$ cat src/rtl/core/arp_cache_responder_defines.svh
// Assertion macros for the ARP cache responder.
// Each macro takes a label, clock, active-low reset, antecedent and consequent.
`ifndef ARP_CACHE_RESPONDER_DEFINES_SVH
`define ARP_CACHE_RESPONDER_DEFINES_SVH

`ifndef NO_ASSERTIONS
`define ARC_ASSERT_IMP(label, clk, rst_n, ante, cons) \
	label: assert property (@(posedge clk) disable iff (!(rst_n)) (ante) |-> (cons)) \
		else $error("assertion failed");
`define ARC_ASSERT_NXT(label, clk, rst_n, ante, cons) \
	label: assert property (@(posedge clk) disable iff (!(rst_n)) (ante) |=> (cons)) \
		else $error("assertion failed");
`else
`define ARC_ASSERT_IMP(label, clk, rst_n, ante, cons)
`define ARC_ASSERT_NXT(label, clk, rst_n, ante, cons)
`endif

`endif

$ cat src/rtl/core/arc_pkg.sv
package arc_pkg;

	localparam int CACHE_ENTRIES = 16;
	localparam int IDX_W         = $clog2(CACHE_ENTRIES);
	localparam int ENTRY_W       = 128;
	localparam int CFG_IDX_W     = 8;
	localparam int CFG_DATA_W    = 48;

	localparam logic        ACT_RECEIVE = 1'b0;
	localparam logic        ACT_LOOKUP  = 1'b1;
	localparam logic [10:0] MIN_ARP_LEN = 11'd28;
	localparam logic [15:0] HW_ETHERNET = 16'd1;
	localparam logic [15:0] PROTO_IPV4  = 16'h0800;
	localparam logic [15:0] OP_REQUEST  = 16'd1;
	localparam logic [31:0] DEFAULT_LIFETIME_MS = 32'd60000;

	localparam logic [CFG_IDX_W-1:0] CFG_LOCAL_IP  = 8'd0;
	localparam logic [CFG_IDX_W-1:0] CFG_LOCAL_MAC = 8'd1;
	localparam logic [CFG_IDX_W-1:0] CFG_DEV_PRES  = 8'd2;
	localparam logic [CFG_IDX_W-1:0] CFG_LIFETIME  = 8'd3;

	typedef enum logic [2:0] {
		ST_IDLE,
		ST_SCAN,
		ST_DRAIN,
		ST_WRITE,
		ST_DONE
	} state_t;

	typedef struct packed {
		logic        action;
		logic [47:0] now_ms;
		logic [10:0] frame_length;
		logic [15:0] hw_type;
		logic [15:0] ptype;
		logic [15:0] opcode;
		logic [47:0] src_mac;
		logic [31:0] src_ip;
		logic [31:0] tgt_ip;
		logic [31:0] query_ip;
	} item_t;

	typedef struct packed {
		logic        hit;
		logic [47:0] found_mac;
		logic        reply_send;
		logic [47:0] reply_target_mac;
		logic [31:0] reply_target_ip;
		logic        request_send;
		logic        packet_dropped;
	} result_t;

	typedef struct packed {
		logic [31:0] local_ip;
		logic [47:0] local_mac;
		logic        device_present;
		logic [31:0] entry_lifetime_ms;
	} cfg_t;

endpackage

$ cat src/rtl/core/arc_if.sv
interface arc_item_if import arc_pkg::*; ();
	logic  valid;
	logic  ready;
	item_t data;
	modport source (output valid, output data, input ready);
	modport sink   (input valid, input data, output ready);
endinterface

interface arc_result_if import arc_pkg::*; ();
	logic    valid;
	logic    ready;
	result_t data;
	modport source (output valid, output data, input ready);
	modport sink   (input valid, input data, output ready);
endinterface

interface arc_cfg_if import arc_pkg::*; ();
	logic                  valid;
	logic                  ready;
	logic [CFG_IDX_W-1:0]  index;
	logic [CFG_DATA_W-1:0] value;
	modport source (output valid, output index, output value, input ready);
	modport sink   (input valid, input index, input value, output ready);
endinterface

$ cat src/rtl/core/arc_ram.sv
module arc_ram #(
	parameter int WIDTH = 8,
	parameter int DEPTH = 16
) (
	input  logic                     clk,
	input  logic                     we,
	input  logic [$clog2(DEPTH)-1:0] waddr,
	input  logic [WIDTH-1:0]         wdata,
	input  logic [$clog2(DEPTH)-1:0] raddr,
	output logic [WIDTH-1:0]         rdata
);
	logic [WIDTH-1:0] mem [DEPTH];

	always_ff @(posedge clk) begin
		if (we) begin
			mem[waddr] <= wdata;
		end
		rdata <= mem[raddr];
	end
endmodule

$ cat src/rtl/core/arc_cfg.sv
module arc_cfg import arc_pkg::*; (
	input  logic      clk,
	input  logic      arst_n,
	arc_cfg_if.sink   cfg,
	output cfg_t      regs
);
	cfg_t regs_q;

	assign cfg.ready = 1'b1;
	assign regs      = regs_q;

	always_ff @(posedge clk or negedge arst_n) begin
		if (!arst_n) begin
			regs_q.local_ip          <= '0;
			regs_q.local_mac         <= '0;
			regs_q.device_present    <= 1'b0;
			regs_q.entry_lifetime_ms <= DEFAULT_LIFETIME_MS;
		end else if (cfg.valid) begin
			unique case (cfg.index)
				CFG_LOCAL_IP:  regs_q.local_ip          <= cfg.value[31:0];
				CFG_LOCAL_MAC: regs_q.local_mac         <= cfg.value[47:0];
				CFG_DEV_PRES:  regs_q.device_present    <= cfg.value[0];
				CFG_LIFETIME:  regs_q.entry_lifetime_ms <= cfg.value[31:0];
				default: ;
			endcase
		end
	end
endmodule

$ cat src/rtl/core/arp_cache_responder.sv
// ARP cache responder.
// item channel: one transfer per action (receive a packet or look up an IP).
// result channel: exactly one transfer per item, in order.
// cfg channel: register writes, always ready; write only while idle.
// Cache lives in one RAM (ip, mac, stamp per entry, registered read); valid
// bits sit in flops so reset clears them at once and no clearing pass is run.
// Every action that reaches the cache scans all CACHE_ENTRIES slots, one RAM
// read per cycle; the states run in this order:
//   receive: scan, drain, write, done.
//   lookup: scan, drain, done.
//   dropped packet: straight to done, no RAM access.
// Input is ready again once the result is loaded into the output register; a
// stalled receiver keeps that result there, the next result waits in the done
// state and the input stays closed until the register frees.
// Reset: cache empty, lifetime 60000 ms, device absent, no result pending.
`include "arp_cache_responder_defines.svh"

module arp_cache_responder import arc_pkg::*; (
	input  logic          clk,
	input  logic          arst_n,
	arc_item_if.sink      item,
	arc_result_if.source  result,
	arc_cfg_if.sink       cfg
);
	localparam logic [IDX_W-1:0] LAST_IDX = IDX_W'(CACHE_ENTRIES - 1);

	cfg_t    regs;
	state_t  state_q, state_d;
	item_t   item_q;

	logic [IDX_W-1:0]   cnt_q;
	logic               rd_vld_s1;
	logic [IDX_W-1:0]   rd_idx_s1;
	logic [ENTRY_W-1:0] rdata;
	logic [CACHE_ENTRIES-1:0] valid_q;
	logic               wr0_q;

	// scan results
	logic             match_q;
	logic [IDX_W-1:0] match_idx_q;
	logic [IDX_W-1:0] vic_idx_q;
	logic [47:0]      vic_stamp_q;
	logic             vic_done_q;
	logic             hit_q;
	logic [47:0]      mac_q;

	logic    res_vld_q;
	result_t res_q, res_d;

	logic             accept, out_free, ram_we, item_drop, q_drop;
	logic [IDX_W-1:0] wslot;
	logic [31:0]      e_ip;
	logic [47:0]      e_mac, e_stamp, stamp_eff, age;
	logic             e_vb;

	function automatic logic is_drop(item_t it);
		return (it.frame_length < MIN_ARP_LEN) || (it.hw_type != HW_ETHERNET) ||
		       (it.ptype != PROTO_IPV4);
	endfunction

	arc_cfg u_cfg (
		.clk    (clk),
		.arst_n (arst_n),
		.cfg    (cfg),
		.regs   (regs)
	);

	assign wslot = match_q ? match_idx_q : vic_idx_q;

	arc_ram #(.WIDTH(ENTRY_W), .DEPTH(CACHE_ENTRIES)) u_ram (
		.clk   (clk),
		.we    (ram_we),
		.waddr (wslot),
		.wdata ({item_q.src_ip, item_q.src_mac, item_q.now_ms}),
		.raddr (cnt_q),
		.rdata (rdata)
	);

	assign item.ready   = (state_q == ST_IDLE);
	assign accept       = item.valid && item.ready;
	assign out_free     = !res_vld_q || result.ready;
	assign result.valid = res_vld_q;
	assign result.data  = res_q;
	assign item_drop    = is_drop(item.data);
	assign q_drop       = is_drop(item_q);

	// entry under evaluation; slot 0 keeps its raw stamp once written, even
	// after expiry, and reads as zero only before its first write
	assign e_vb      = valid_q[rd_idx_s1];
	assign e_ip      = rdata[127:96];
	assign e_mac     = rdata[95:48];
	assign e_stamp   = rdata[47:0];
	assign stamp_eff = (e_vb || wr0_q) ? e_stamp : 48'd0;
	assign age       = item_q.now_ms - e_stamp;

	always_ff @(posedge clk or negedge arst_n) begin
		if (!arst_n) begin
			state_q <= ST_IDLE;
		end else begin
			state_q <= state_d;
		end
	end

	always_comb begin
		state_d = state_q;
		ram_we  = 1'b0;
		unique case (state_q)
			ST_IDLE: begin
				if (item.valid) begin
					state_d = (item.data.action == ACT_RECEIVE && item_drop) ? ST_DONE : ST_SCAN;
				end
			end
			ST_SCAN: begin
				if (cnt_q == LAST_IDX) begin
					state_d = ST_DRAIN;
				end
			end
			ST_DRAIN: begin
				state_d = (item_q.action == ACT_RECEIVE) ? ST_WRITE : ST_DONE;
			end
			ST_WRITE: begin
				ram_we  = 1'b1;
				state_d = ST_DONE;
			end
			ST_DONE: begin
				if (out_free) begin
					state_d = ST_IDLE;
				end
			end
			default: state_d = ST_IDLE;
		endcase
	end

	// result word from the latched item and scan flags
	always_comb begin
		res_d = '0;
		if (item_q.action == ACT_RECEIVE) begin
			if (q_drop) begin
				res_d.packet_dropped = 1'b1;
			end else if (regs.device_present && item_q.opcode == OP_REQUEST &&
			             item_q.tgt_ip == regs.local_ip) begin
				res_d.reply_send       = 1'b1;
				res_d.reply_target_mac = item_q.src_mac;
				res_d.reply_target_ip  = item_q.src_ip;
			end
		end else if (hit_q) begin
			res_d.hit       = 1'b1;
			res_d.found_mac = mac_q;
		end else begin
			res_d.request_send = regs.device_present;
		end
	end

	always_ff @(posedge clk) begin
		if (accept) begin
			item_q <= item.data;
		end
		if (state_q == ST_DONE && out_free) begin
			res_q <= res_d;
		end
	end

	always_ff @(posedge clk or negedge arst_n) begin
		if (!arst_n) begin
			res_vld_q <= 1'b0;
		end else if (state_q == ST_DONE && out_free) begin
			res_vld_q <= 1'b1;
		end else if (result.ready) begin
			res_vld_q <= 1'b0;
		end
	end

	// read pipeline
	always_ff @(posedge clk or negedge arst_n) begin
		if (!arst_n) begin
			cnt_q     <= '0;
			rd_vld_s1 <= 1'b0;
		end else begin
			rd_vld_s1 <= (state_q == ST_SCAN);
			if (accept) begin
				cnt_q <= '0;
			end else if (state_q == ST_SCAN) begin
				cnt_q <= cnt_q + 1'b1;
			end
		end
	end

	always_ff @(posedge clk) begin
		rd_idx_s1 <= cnt_q;
	end

	// match, victim and expiry evaluation on the read data
	always_ff @(posedge clk or negedge arst_n) begin
		if (!arst_n) begin
			valid_q <= '0;
			wr0_q   <= 1'b0;
			match_q <= 1'b0;
			hit_q   <= 1'b0;
		end else begin
			if (accept) begin
				match_q <= 1'b0;
				hit_q   <= 1'b0;
			end else if (rd_vld_s1 && !match_q && e_vb) begin
				if (item_q.action == ACT_RECEIVE) begin
					if (e_ip == item_q.src_ip) begin
						match_q <= 1'b1;
					end
				end else if (e_ip == item_q.query_ip) begin
					match_q <= 1'b1;
					if (age > {16'd0, regs.entry_lifetime_ms}) begin
						valid_q[rd_idx_s1] <= 1'b0;
					end else begin
						hit_q <= 1'b1;
					end
				end
			end
			if (ram_we) begin
				valid_q[wslot] <= 1'b1;
			end
			if (ram_we && wslot == '0) begin
				wr0_q <= 1'b1;
			end
		end
	end

	always_ff @(posedge clk) begin
		if (rd_vld_s1) begin
			if (!match_q) begin
				match_idx_q <= rd_idx_s1;
				mac_q       <= e_mac;
			end
			if (rd_idx_s1 == '0) begin
				vic_idx_q   <= '0;
				vic_stamp_q <= stamp_eff;
				vic_done_q  <= 1'b0;
			end else if (!vic_done_q) begin
				if (!e_vb) begin
					vic_idx_q  <= rd_idx_s1;
					vic_done_q <= 1'b1;
				end else if (e_stamp < vic_stamp_q) begin
					vic_idx_q   <= rd_idx_s1;
					vic_stamp_q <= e_stamp;
				end
			end
		end
	end

	`ARC_ASSERT_NXT(a_accept_leaves_idle, clk, arst_n, accept, state_q != ST_IDLE)
	`ARC_ASSERT_IMP(a_read_in_scan, clk, arst_n, rd_vld_s1,
		state_q == ST_SCAN || state_q == ST_DRAIN)
	`ARC_ASSERT_NXT(a_write_sets_valid, clk, arst_n, ram_we,
		$countones(valid_q) >= $past($countones(valid_q)) && valid_q != '0)

endmodule
$ cat src/flat_wrapper.sv
// flat-port wrapper written by rule: the top's interface ports become plain ports
module arp_cache_responder_flat import arc_pkg::*;
  (clk, arst_n, item_valid, item_data, item_ready, result_valid, result_data, result_ready, cfg_valid, cfg_index, cfg_value, cfg_ready);
  arc_item_if item_i ();
  arc_result_if result_i ();
  arc_cfg_if cfg_i ();
  input  logic clk;
  input  logic arst_n;
  input wire logic [$bits(item_i.valid)-1:0] item_valid;
  input wire logic [$bits(item_i.data)-1:0] item_data;
  output wire logic [$bits(item_i.ready)-1:0] item_ready;
  output wire logic [$bits(result_i.valid)-1:0] result_valid;
  output wire logic [$bits(result_i.data)-1:0] result_data;
  input wire logic [$bits(result_i.ready)-1:0] result_ready;
  input wire logic [$bits(cfg_i.valid)-1:0] cfg_valid;
  input wire logic [$bits(cfg_i.index)-1:0] cfg_index;
  input wire logic [$bits(cfg_i.value)-1:0] cfg_value;
  output wire logic [$bits(cfg_i.ready)-1:0] cfg_ready;
  assign item_i.valid = item_valid;
  assign item_i.data = item_data;
  assign item_ready = item_i.ready;
  assign result_valid = result_i.valid;
  assign result_data = result_i.data;
  assign result_i.ready = result_ready;
  assign cfg_i.valid = cfg_valid;
  assign cfg_i.index = cfg_index;
  assign cfg_i.value = cfg_value;
  assign cfg_ready = cfg_i.ready;
  arp_cache_responder u_core (.clk(clk), .arst_n(arst_n), .item(item_i), .result(result_i), .cfg(cfg_i));
endmodule
$ cat config.mk
export PLATFORM = sky130hd
export DESIGN_NAME = arp_cache_responder_flat
export DESIGN_NICKNAME = d
export VERILOG_FILES = /design/src/rtl/core/arc_pkg.sv /design/src/rtl/core/arc_if.sv /design/src/rtl/core/arc_ram.sv /design/src/rtl/core/arc_cfg.sv /design/src/rtl/core/arp_cache_responder.sv /design/src/flat_wrapper.sv
export VERILOG_INCLUDE_DIRS = /design/src /design/src/rtl/core
export SDC_FILE = /design/constraint.sdc
export NUM_CORES = 2
export LEC_CHECK = 0
export ABC_AREA = 1
export BUFFER_PORTS_ARGS = -buffer_cell sky130_fd_sc_hd__buf_2
export CORE_MARGIN = 4
export CORE_UTILIZATION = 50
export DETAILED_ROUTE_END_ITERATION = 10
export GPL_TIMING_DRIVEN = 0
export HOLD_SLACK_MARGIN = 0.03
export PLACE_DENSITY_LB_ADDON = 0.15
export SLEW_MARGIN = 20
export SYNTH_ARGS = -nofsm -noshare
export SYNTH_HDL_FRONTEND = slang
export SYNTH_SLANG_ARGS = --single-unit
export TNS_END_PERCENT = 20
$ cat constraint.sdc
create_clock -name clk -period 27.4 [get_ports clk]
set_input_delay 2.74 -clock clk [delete_from_list [all_inputs] [get_ports clk]]
set_output_delay 2.74 -clock clk [all_outputs]
set_load 0.03 [all_outputs]
## Word level (Yosys, flattened, before mapping)

Memory sizes are Yosys's and may differ from the RTL's. A register that Yosys moved wholly into a read port is not among the register bits.
Cells that the tools add are included.

| storage, ports and cells | value |
|---|---|
| bits in registers | 586 |
| memories | 1 |
| input port bits | 313 |
| output and inout port bits | 135 |
| logic and storage cells | 166 |
| memory bits (writable) | 2048 |

| cells by class | value |
|---|---|
| bitwise operators | 7 |
| $add $sub $neg | 2 |
| equality and inequality tests | 22 |
| reductions and logical operators | 43 |
| magnitude comparators | 8 |
| muxes and demuxes | 49 |

Memory list:

| memory | depth | bits a word | read ports | clocked after memory_dff | wr ports | line | RTL |
|---|---|---|---|---|---|---|---|
| u_core.u_ram.mem | 16 | 128 | 1 | 1 | 1 | arc_ram.sv:12 | `logic [WIDTH-1:0] mem [DEPTH];` |

Operator list:

| cell | count |
|---|---|
| 2-to-1 mux 48 bit | 5 |
| equality test 32 bit | 3 |
| 2-to-1 mux 16 bit | 6 |
| 2-to-1 mux 81 bit | 1 |
| 2-to-1 mux 49 bit | 1 |
| > comparator 48 x 32 -> 1 bit | 1 |
| < comparator 48 bit | 1 |
| subtractor 48 bit | 1 |
| inequality test 16 x 1 -> 1 bit (second input constant) | 2 |
| inequality test 16 x 12 -> 1 bit (second input constant) | 2 |
| 2-to-1 mux 4 bit | 6 |
| < comparator 11 x 5 -> 1 bit (second input constant) | 2 |
| 2-to-1 mux 1 bit | 21 |
| AND 16 bit | 1 |
| equality test 16 x 1 -> 1 bit (second input constant) | 1 |
| equality test 8 x 2 -> 1 bit (second input constant) | 2 |
| NOT 16 bit | 1 |
| bitwise OR 16 bit | 1 |
| 2-to-1 mux 3 bit | 5 |
| case mux 3 bit (5 select lines) | 1 |
| nonzero test 2 bit | 7 |
| logical AND 1 bit | 10 |
| < comparator 4 x 5 -> 1 bit (second input constant) | 2 |
| AND reduction 2 bit | 5 |
| other kinds (22) | 43 |

## Longest topological paths before layout

| depth | value |
|---|---|
| word-level depth | 13 |
| mapped depth | 29 |
| gate-level depth less buffers | 28 |

## Hierarchy

From an unflattened synthesis, not the netlist that was laid out.

| unflattened totals | value |
|---|---|
| cells, all modules | 10834 |
| area, all modules | 117697.9 µm² |

By module, submodules not included:

| module | cells an instance | instances | area an instance (µm²) |
|---|---|---|---|
| arc_ram | 7786 | 1 | 87617.8 |
| arp_cache_responder | 2538 | 1 | 25489.4 |
| arc_cfg | 510 | 1 | 4590.7 |

## Worst setup path after synthesis

OpenSTA, ideal clock, no wires.

| path | value |
|---|---|
| kind | input -> register |
| from | input item_valid |
| to | register u_core.valid_q[11] |
| path buffers | 1 |
| data required time | 27.312 ns |
| setup slack | 10.255 ns |
| arrival | 17.057 ns |
| library setup time | 0.088 ns |
| stages on the path | 7 |
| cell sequence | inv_1 -> nor2_1 -> clkinv_1 -> clkbuf_1 -> nand3_1 -> nand2_1 -> nand2_1 |

| on the way | value |
|---|---|
| longest elaborated chain between the ends | 4 |

RTL lines:

| what | line | RTL |
|---|---|---|
| from (decl) | flat_wrapper.sv:9 | `input wire logic [$bits(item_i.valid)-1:0] item_valid;` |
| logical AND 1 bit (*) | arp_cache_responder.sv:80 | `assign accept = item.valid && item.ready;` |
| named net u_core.accept | arp_cache_responder.sv:50 | `logic accept, out_free, ram_we, item_drop, q_drop;` |
| 2-to-1 mux 16 bit (*) | arp_cache_responder.sv:200 | `if (accept) begin` |
| bitwise OR 16 bit (no line) | - |  |
| 2-to-1 mux 16 bit (*) | arp_cache_responder.sv:217 | `if (ram_we) begin` |
| to (signal assigned) | arp_cache_responder.sv:195 | `valid_q <= '0;` |
| to (signal, indexed assignment) | arp_cache_responder.sv:211 | `valid_q[rd_idx_s1] <= 1'b0;` |
| to (signal, indexed assignment) | arp_cache_responder.sv:218 | `valid_q[wslot] <= 1'b1;` |
| to (decl) | arp_cache_responder.sv:35 | `logic [CACHE_ENTRIES-1:0] valid_q;` |

Mark *: on every way through the listed nets, which the timed path passes. The rest lies on a longest branch.
A chain may end at the register's enable or synchronous reset.

## Worst setup path in the final report

| path | value |
|---|---|
| from | register u_core.item_q[227] (netlist name) |
| to | register u_core.valid_q[6] |

| on the way | value |
|---|---|
| longest elaborated chain between the ends | 9 |

RTL lines:

| what | line | RTL |
|---|---|---|
| from (decl) | arp_cache_responder.sv:29 | `item_t item_q;` |
| from (signal assigned) | arp_cache_responder.sv:156 | `item_q <= item.data;` |
| subtractor 48 bit (*) | arp_cache_responder.sv:94 | `assign age = item_q.now_ms - e_stamp;` |
| > comparator 48 x 32 -> 1 bit (*) | arp_cache_responder.sv:210 | `if (age > {16'd0, regs.entry_lifetime_ms}) begin` |
| 2-to-1 mux 16 bit (*) | arp_cache_responder.sv:210 |  |
| 2-to-1 mux 16 bit (*) | arp_cache_responder.sv:208 | `end else if (e_ip == item_q.query_ip) begin` |
| 2-to-1 mux 16 bit (*) | arp_cache_responder.sv:204 | `if (item_q.action == ACT_RECEIVE) begin` |
| 2-to-1 mux 16 bit (*) | arp_cache_responder.sv:203 | `end else if (rd_vld_s1 && !match_q && e_vb) begin` |
| 2-to-1 mux 16 bit (*) | arp_cache_responder.sv:200 |  |
| bitwise OR 16 bit (no line) | - |  |
| 2-to-1 mux 16 bit (*) | arp_cache_responder.sv:217 |  |

Mark *: on every way between the ends. The rest lies on a longest branch, timed or not.

==> results.json <==
{
  "yosys.cell_types.count": 59,
  "drt-pass1-iter-count": 6,
  "max_stage_delay_ns": 1.05,
  "via_per_inst": 6.15,
  "max_freq_mhz": 177,
  "postCtsSetupRepairBufs": 0,
  "cts_sinks": 2760,
  "grt_pass1_wl_mm": 528,
  "cp_data_required_time_ns": 28.26,
  "die_area_um2": 225000,
  "fin_util": 0.595,
  "async_flop_share": 0.0337,
  "finalSetupTns_ns": 0,
  "hpwlAfterDp_mm": 264,
  "synth.net_count": 8840,
  "slew_headroom": 0.186,
  "root_buffer": "clkbuf_16",
  "syn_inst": 8399,
  "synth_warnings": 0,
  "n_fill_cell": 16734,
  "path_class": "reg -> reg",
  "wl_per_cell_um": 30.5,
  "setup-violations-final": 0,
  "synth_area_per_cell_um2": 12.9,
  "ys_seq_area_frac": 0.746,
  "io_buffers": 428,
  "hold_viol_final": 0,
  "yosys.area.top_type": "edfxtp_1",
  "core_um2": 215000,
  "antenna_found_initial": 25,
  "worstSetupStartpointType": "flop",
  "fin_skew_ns": 0.0785,
  "peakVddDrop_uv": 79.6,
  "fin_nets": 9751,
  "synth_edf_count": 2535,
  "postRouteAntennaNets": 0,
  "synth-main-ff-cell": "edfxtp_1",
  "vias": 76174,
  "ioPinCount": 448,
  "grt_overflow_total": 0,
  "gp_congestion": 0.907,
  "drive_gt1_frac": 0.120,
  "wl_mm": 378,
  "crit_buf_inv": 1,
  "tightest_slew_ns": 1.22,
  "area_delta_synth_final_pct": 18.0,
  "clk_pin_slew_ns": 0.06,
  "cts-root-to-sink-buffers": 4,
  "reg2reg_slack_ns": 21.77,
  "worstPathArrival_ns": 6.49,
  "cts_resized": 0,
  "hold_path_class": "reg -> reg",
  "clk_latency_ns": 0.98,
  "cp_common_cell": "nand2_1",
  "worstPathMaxFanout": 17,
  "critPathTopFamily": "simple AND/OR/NAND/NOR gates",
  "ys_ff_latch": 2760,
  "initial_core_util": 0.504,
  "layout_common_cells": "edfxtp_1 (2535), nor2_1 (1418), o21ai_0 (1260), nand2_1 (604), inv_1 (560)",
  "p_leak_nw": 45.1,
  "grt_use_total": 0.329,
  "drtIter0Drc": 11084,
  "synth_area_leaders": "edfxtp_1 (70%), o21ai_0 (5.8%), nor2_1 (5.0%)",
  "cts_htree_levels": 5,
  "fp.dieW_um": 474,
  "fp-row-count": 170,
  "status": "finished, final reports clean",
  "power_density_nw_per_um2": 109,
  "drv_slew": 0,
  "cts_buffers": 300,
  "synth_top_area_frac": 0.700,
  "grt_setup_unrepaired": "no",
  "cpMaxStageDelayCell": "edfxtp_1",
  "grt_pass1_vias": 73208,
  "post-route-min-period_ns": 5.63,
  "layout_commonest_cell": "edfxtp_1",
  "cts_hold_buf": 0,
  "remaining_drc_errors": 0,
  "cts_tree": "built",
  "die_y_um": 474,
  "cp-end-kind": "flop",
  "syn-cell-area_um2": 109000,
  "drv_cap": 0,
  "min_period_over_period": 0.206,
  "grt_max_degree": 79
}
final cells by class:
type	instances	area, um^2	share of cell area
Antenna cell	12	30.0	0.000234
Buffer	465	1810	0.0141
Clock buffer	403	8320	0.0649
Clock inverter	115	1060	0.00823
Inverter	571	2140	0.0167
Multi-Input combinational cell	4603	23900	0.186
Sequential cell	2760	81100	0.632
Tap cell	2838	3550	0.0277
Timing Repair Buffer	609	6430	0.0501
path summary, 6_finish.rpt:
| check | start | to | cells after the start |
|---|---|---|---|
| min reg2reg | u_core.u_ram.rdata[55] | u_core.mac_q[7] | 0 |
| min in group asynchronous | arst_n | u_core.result.valid | 1 |
| max reg2reg | u_core.item_q[227] | u_core.valid_q[6] | 25 |
| max in group asynchronous | arst_n | u_core.u_cfg.regs[11] | 2 |
| max | u_core.item_q[227] | u_core.valid_q[6] | 25 |
| min | u_core.u_ram.rdata[55] | u_core.mac_q[7] | 0 |
state kept, by name, indices dropped and copies added (netlist names), 3 cells and up:
name	count
u_core.u_ram.mem	2048
u_core.vic_stamp_q	48
u_core.match_idx_q	4
u_core.vic_idx_q	4
u_core.cnt_q	4
u_core.result.data	132
u_core.u_ram.rdata	128
u_core.valid_q	16
u_core.u_cfg.regs	65
u_core.item_q	250
u_core.rd_idx_s1	4
u_core.state_q	3
u_core.mac_q	48
cell usage after synthesis (all sizes together), types with 3 or more instances:
| cell type | n |
|---|---|
| o21a | 5 |
| xnor2 | 42 |
| nand3b | 11 |
| or2 | 16 |
| dfstp | 7 |
| clkbuf | 439 |
| a211oi | 3 |
| mux2i | 11 |
| o221ai | 234 |
| dfxtp | 132 |
| a22oi | 8 |
| nand2 | 609 |
| nand4 | 32 |
| a31oi | 7 |
| xor2 | 43 |
| ha | 127 |
| a21o | 4 |
| or4 | 4 |
| nor3b | 4 |
| buf | 26 |
| o22ai | 332 |
| o21ai | 1263 |
| a21oi | 80 |
| edfxtp | 2535 |
| nor4 | 29 |
| o21bai | 3 |
| dfrtp | 86 |
| clkinv | 3 |
| nor3 | 28 |
| inv | 568 |
| nor2 | 1450 |
| o211ai | 89 |
| nand3 | 142 |
| a22o | 7 |
worst register-to-register path, delay by kind of cell, from the launching register on:
kind                       cells  cell delay [ns]
AOI/OAI and AO/OA              3             0.77
and+or+nand+nor               18             2.42
buffers and inverters          1             0.19
xor gates and xnor gates       1             0.23
adders and majority gates      2             0.87
DFF                            1             1.05
metrics by stage:
stage	hold slack [ns]	std cells	cell area (um^2)	power, mW	setup slack [ns]
4_1_cts	0.401	12363	128000	13.9	21.93
5_1_grt	0.407	12366	128000	14.5	21.39
2_1_floorplan	0.345	8399	109000	7.93	10.26
6_report	0.400	12376	128000	14.0	21.77
3_3_place_gp	0.386	11665	114000	9.94	1.07
3_5_place_dp	0.389	11845	119000	10.0	21.99
logic make-up after synthesis:
logic type	synth area share
fa+ha+maj	0.0148
mux	0.00101
compound gates	0.109
simple gates	0.0859
buf+inv	0.0360
flops	0.746
other cells	0.0000345
xor+xnor	0.00685
report_power, final:
group          internal [mW]  switching [mW]  total (mW)
clock network           2.28            1.64        3.92
logic                   1.20            3.30        4.51
registers               5.15           0.398        5.55
metal layers:
| metal | up-vias | global-route usage | routed length (um) |
|---|---|---|---|
| met5 | - | 0 | 62 |
| met4 | 10 | 0.147 | 19300 |
| met3 | 933 | 0.0759 | 44000 |
| met2 | 5151 | 0.513 | 172000 |
| met1 | 37627 | 0.445 | 142000 |
| li1 | 32453 | - | - |
Note: power is estimated with default switching activity, not from simulation.
